<file path="src/assert_macros.svh">
// Assertion macros shared by the RTL. They turn into nothing for synthesis.
`ifndef ASSERT_MACROS_SVH
`define ASSERT_MACROS_SVH
`ifndef SYNTHESIS
// A property that must hold at every rising edge outside reset.
`define AST_HOLD(lbl, clk, rst_n, prop, msg) \
  lbl: assert property (@(posedge clk) disable iff (!rst_n) (prop)) else $error(msg);
// A condition that must never be true outside reset.
`define AST_NEVER(lbl, clk, rst_n, cond, msg) \
  lbl: assert property (@(posedge clk) disable iff (!rst_n) !(cond)) else $error(msg);
`else
`define AST_HOLD(lbl, clk, rst_n, prop, msg)
`define AST_NEVER(lbl, clk, rst_n, cond, msg)
`endif
`endif

</file>
<file path="src/hite_pkg.sv">
package hite_pkg;

  // Table geometry and field widths.
  localparam int TBL_DEPTH = 64;
  localparam int IDX_W = $clog2(TBL_DEPTH);
  localparam int CNT_W = IDX_W + 1;
  localparam int HASH_W = 32;
  localparam int ID_W = 16;
  localparam int HITS_W = 32;

  // Operation codes.
  localparam logic [2:0] OP_ADD = 3'd0;
  localparam logic [2:0] OP_LOOKUP = 3'd1;
  localparam logic [2:0] OP_WIPE = 3'd2;
  localparam logic [2:0] OP_SORT = 3'd3;
  localparam logic [2:0] OP_CHOMP = 3'd4;

  // Status codes.
  localparam logic [1:0] ST_OK = 2'd0;
  localparam logic [1:0] ST_NOT_FOUND = 2'd1;
  localparam logic [1:0] ST_RANGE = 2'd2;

  typedef struct packed {
    logic [HASH_W-1:0] hash;
    logic [ID_W-1:0]   owner;
    logic [HITS_W-1:0] hits;
  } entry_t;

  typedef struct packed {
    logic [2:0]  operation;
    logic [31:0] key_hash;
    logic [15:0] entry_id;
    logic [5:0]  entry_index;
  } in_word_t;

  typedef struct packed {
    logic [1:0]  status;
    logic [5:0]  found_index;
    logic [31:0] hit_count;
    logic [6:0]  entry_count;
  } out_word_t;

  typedef enum logic [1:0] {
    CMP_EQ,
    CMP_HASH_GT,
    CMP_RANK_LT
  } cmp_mode_t;

endpackage

</file>
<file path="src/hite_cmp.sv">
module hite_cmp (
  input  hite_pkg::cmp_mode_t mode,
  input  hite_pkg::entry_t    a,
  input  hite_pkg::entry_t    b,
  output logic                hit
);
  import hite_pkg::*;

  logic [HITS_W:0] rank_a;
  logic [HITS_W:0] rank_b;

  // Empty entries rank lowest; others rank by hit count.
  assign rank_a = (a.owner != '0) ? ({1'b0, a.hits} + (HITS_W+1)'(1)) : '0;
  assign rank_b = (b.owner != '0) ? ({1'b0, b.hits} + (HITS_W+1)'(1)) : '0;

  always_comb begin
    unique case (mode)
      CMP_EQ:      hit = (a.hash == b.hash);
      CMP_HASH_GT: hit = (a.hash > b.hash);
      CMP_RANK_LT: hit = (rank_a < rank_b);
      default:     hit = 1'b0;
    endcase
  end
endmodule
</file>
<file path="config.mk">
export PLATFORM = sky130hd
export DESIGN_NAME = hite_cmp
export DESIGN_NICKNAME = d
export VERILOG_FILES = /design/src/assert_macros.svh /design/src/hite_pkg.sv /design/src/hite_cmp.sv
export SDC_FILE = /design/constraint.sdc
export NUM_CORES = 1
export LEC_CHECK = 0
export ABC_AREA = 1
export CORE_ASPECT_RATIO = 0.8
export CORE_UTILIZATION = 40
export DETAILED_ROUTE_END_ITERATION = 8
export DONT_BUFFER_PORTS = 1
export PLACE_DENSITY = 0.57
export SYNTH_ARGS = -nofsm -noshare
export SYNTH_HDL_FRONTEND = slang
export SYNTH_SLANG_ARGS = --single-unit
</file>
<file path="constraint.sdc">
create_clock -name vclk -period 5.17
set_input_delay 0.517 -clock vclk [all_inputs]
set_output_delay 0.517 -clock vclk [all_outputs]
set_load 0.01 [all_outputs]
</file>
Yosys cells after proc, flatten, opt, wreduce, memory -nomap -nowiden
Index checks and enable logic that the tools add are counted.
{ "word_totals": {"reg_bits": 0, "input_bits": 162, "output_inout_bits": 1, "elab_cells": 13} }
{ "op_classes": {"add_sub_neg": 2, "magnitude_cmp": 2, "n_eq_ne": 3, "mux": 3, "n_reduce_logical": 3} }
{ "op_table": {"columns": ["cell", "count"], "rows": [
  ["adder 32 x 1 -> 33 bit, second input constant", 2],
  ["two-way mux 33 bit", 2],
  ["< comparator 33 bit", 1],
  ["== test 32 bit", 1],
  ["> comparator 32 bit", 1],
  ["nonzero test 16 bit", 2],
  ["one-hot mux 1 bit (3 select lines)", 1],
  ["== test 2 x 1 -> 1 bit, second input constant", 1],
  ["== test 2 bit, second input constant", 1],
  ["zero test 2 bit", 1]
]} }

Longest topological paths before layout
{ "logic_depth": {"ltp_word": 4, "ltp_mapped": 21, "ltp_nobuf": 21} }

Worst setup path after synthesis
No wires, ideal clock.
{ "synth_timing": {"path_kind": "input-to-output", "startpoint": "input a[0] (netlist name)", "endpoint": "output hit", "arrival_ns": 2.468, "setup_slack_ns": 2.185, "stages": 20, "cell_sequence": "ha_1 nand2_1 nor2_2 nand2_2 nor2_4 nand4_2 nor2_2 nand4_1 nand2_1 nor2_1 ha_1 nand2_1 nor2_1 nand2_1 inv_1 nand3_1 nor2_1 nand2_1 nand3_1 nand3_1"} }
{ "synth_between": {"elab_chain_len": 4} }
{ "synth_rtl": {"columns": ["item", "line", "text"], "rows": [
  ["start, declared", "hite_cmp.sv:3", "input hite_pkg::entry_t a,"],
  ["adder 32 x 1 -> 33 bit", "hite_cmp.sv:13", "assign rank_a = (a.owner != '0) ? ({1'b0, a.hits} + (HITS_W+1)'(1)) : '0;"],
  ["two-way mux 33 bit", "hite_cmp.sv:13", null],
  ["< comparator 33 bit", "hite_cmp.sv:20", "CMP_RANK_LT: hit = (rank_a < rank_b);"],
  ["one-hot mux 1 bit (3 select lines)", "hite_cmp.sv:17", "unique case (mode)"],
  ["end, declared", "hite_cmp.sv:5", "output logic hit"]
]} }
No other way between the ends.

Worst setup path after layout
{ "layout_timing": {"startpoint": "input a[39] (netlist name)", "endpoint": "output hit"} }
{ "layout_between": {"elab_chain_len": 4} }
{ "layout_rtl": {"columns": ["item", "line"], "rows": [
  ["nonzero test 16 bit", "hite_cmp.sv:13"],
  ["two-way mux 33 bit", "hite_cmp.sv:13"],
  ["< comparator 33 bit", "hite_cmp.sv:20"],
  ["one-hot mux 1 bit (3 select lines)", "hite_cmp.sv:17"]
]} }
No other way between the ends.

==> flow_metrics.tcl <==
set metrics [dict create \
    cp.required_ps 4650 \
    n_antenna_cell 0 \
    grt_pass1_wl_mm 17.1 \
    min_path_cells 3 \
    ios 163 \
    rsz0062_at_grt "false" \
    max_stage_delay_ps 500 \
    initial_core_util_pct 41.3 \
    slew_violations 0 \
    setup_ws_ps 1670 \
    nFillCells 1038 \
    wirelength_mm 10.7 \
    grt_overflow 0 \
    core_area_sq_um 9080 \
    tightest_slew_ps 1030 \
    die_height_microns 88.6 \
    path_delay_family "simple AND/OR/NAND/NOR gates" \
    worstPathArrival_ps 2980 \
    critPathKind "primary input to primary output" \
    rows 31 \
    ys_seq_area_share_pct 0 \
    worst_setup_path_end_kind "primary output" \
    nClkBuffers 0 \
    status "finished, final reports clean" \
    ant_nets 0 \
    viasPerCell 5.33 \
    groute.usage.overall_pct 21.8 \
    synth_cell_types 34 \
    fin_crit_ps 3500 \
    crit_chain "nor2_1, nand2_1, nor2_1, nand2_1, inv_1, nor2_1, ha_1, nand2_1, nor2_1, nand2_1, inv_1, nand3_1, nor2_1, nand2_1, nand3_1, nand3_1" \
    syn-num-nets 932 \
    post-route-util_pct 42.7 \
    p_leak_nw 2.09 \
    regArea_sq_um 0 \
    multiInputGateArea_sq_um 3280 \
    tns_ps 0 \
    netlist_area_sq_um 3750 \
    fin_crit_sh_pct 67.6 \
    place.port_buffers 0 \
    critPathBufInv 2 \
    nNetsFinal 928 \
    grt_pass1_vias 3908 \
    gp_congestion 0.867 \
    drt_iter0_drc 246 \
    finalSetupViolCount 0 \
    cts_resized 0 \
    antenna_found_initial 0 \
    maxCapViolations 0 \
    worstHoldStart "mode[0]" \
    hp-class "primary input to primary output" \
    ctsHoldBuffers 0 \
    vias 4330 \
    dpl_worst_slack_ps 1660 \
    whs_endpoint "hit" \
    peakVddDrop_uv 20.3 \
    area_growth_pct 3.24 \
    cts_setup_buffers 0 \
    critPathMaxFanout 21 \
    slew_headroom_pct 31.0 \
    dr.pass1.iters 5 \
    postSynthAreaPerCell_sq_um 5.33 \
    die_area_sq_um 9770 \
    power.total_uw 194 \
    postSynthCellCount 704 \
    startpoint "a[39]" \
    hold_violations 0 \
    slowest_stage "inv_1" \
    place_hpwl_mm 9.77 \
    final_layout_size_suffix_gt1_share_pct 6.88 \
    wl_per_cell_microns 13.1 \
    cp-start-kind "primary input" \
    power_density_nw_per_um2 50.2 \
    max_freq_mhz 286 \
    drc 0 \
    hold_slack_ps 1260 \
    seq_cells 0 \
    die_w_microns 110 \
    grt_max_degree 33 \
    yosys_warnings 0 \
]
[synthesized netlist by cell type, types with 3 or more instances]
master | n | area, sq um
nand2_1 | 174 | 653
inv_1 | 112 | 420
nor2_1 | 107 | 402
nand3_1 | 67 | 335
ha_1 | 66 | 826
a21oi_1 | 44 | 220
o21ai_0 | 20 | 100
nand4_1 | 16 | 100
nor3_1 | 13 | 65.1
nand2_2 | 10 | 62.6
nor2_2 | 10 | 62.6
clkbuf_1 | 6 | 22.5
inv_2 | 6 | 22.5
nor2_4 | 6 | 67.6
xor2_1 | 6 | 52.6
nor3_2 | 4 | 40.0
nor4_1 | 4 | 25.0
o21ai_1 | 4 | 20.0
a21o_1 | 3 | 22.5
nand3_2 | 3 | 30.0
nand4_2 | 3 | 37.5
o211ai_1 | 3 | 22.5
[power breakdown]
group / total (mW) / internal [mW] / switching, mW / leakage, nW
clock: 0 / 0 / 0 / 0
sequential: 0 / 0 / 0 / 0
combinational: 0.194 / 0.0790 / 0.115 / 2.09
total: 0.194 / 0.0790 / 0.115 / 2.09
[how the worst max path moves through the flow]
stage	endpoint	slack [ps]	cells past startpoint
after global placement	hit	1690	13
after floorplan	hit	2190	20
after detailed placement	hit	1660	16
after global routing	hit	1300	16
after CTS	hit	1650	16
final	hit	1670	16
[kinds of logic after synthesis]
group                      after synthesis  share of synthesized area (%)
buffers and inverters                  125                           12.5
adders and majority gates               66                           22.0
AOI/OAI and AO/OA                       81                           11.8
xor gates and xnor gates                 8                           1.87
and+or+nand+nor                        424                           51.8
[metrics by stage]
step | cells | area, sq um
2_1_floorplan | 704 | 3750
3_3_place_gp | 813 | 3870
3_5_place_dp | 813 | 3870
4_1_cts | 813 | 3870
5_1_grt | 813 | 3870
6_report | 813 | 3870
[placed cells by master (no fill, tap or decap), drive strengths merged]
cell type,synthesis,routed
nand2,185,185
nor2,123,123
inv,118,118
nand3,70,70
ha,66,66
a21oi,44,44
o21ai,24,24
nand4,19,19
nor3,17,17
xor2,6,6
nor4,5,5
o211ai,3,3
a21o,3,3
or2,2,2
a21boi,2,2
o21bai,2,2
xnor2,2,2
o21a,2,2
o221a,1,1
nor3b,1,1
clkinv,1,1
nand3b,1,1
and2,1,1
[area by class of cell]
class	instances	area share, %
well taps	115	3.72
multi-input cells	579	84.7
inverters	119	11.5
[metal layers]
metal	wire [microns]	up-vias	track usage, %	part of all wire (%)
li1	-	2279	-	-
met1	4730	1881	30.0	44
met2	4720	164	37.4	44
met3	1150	6	3.31	11
met4	64	0	1.67	0.60
met5	0	-	0	0
(Power assumes the default switching activity.)
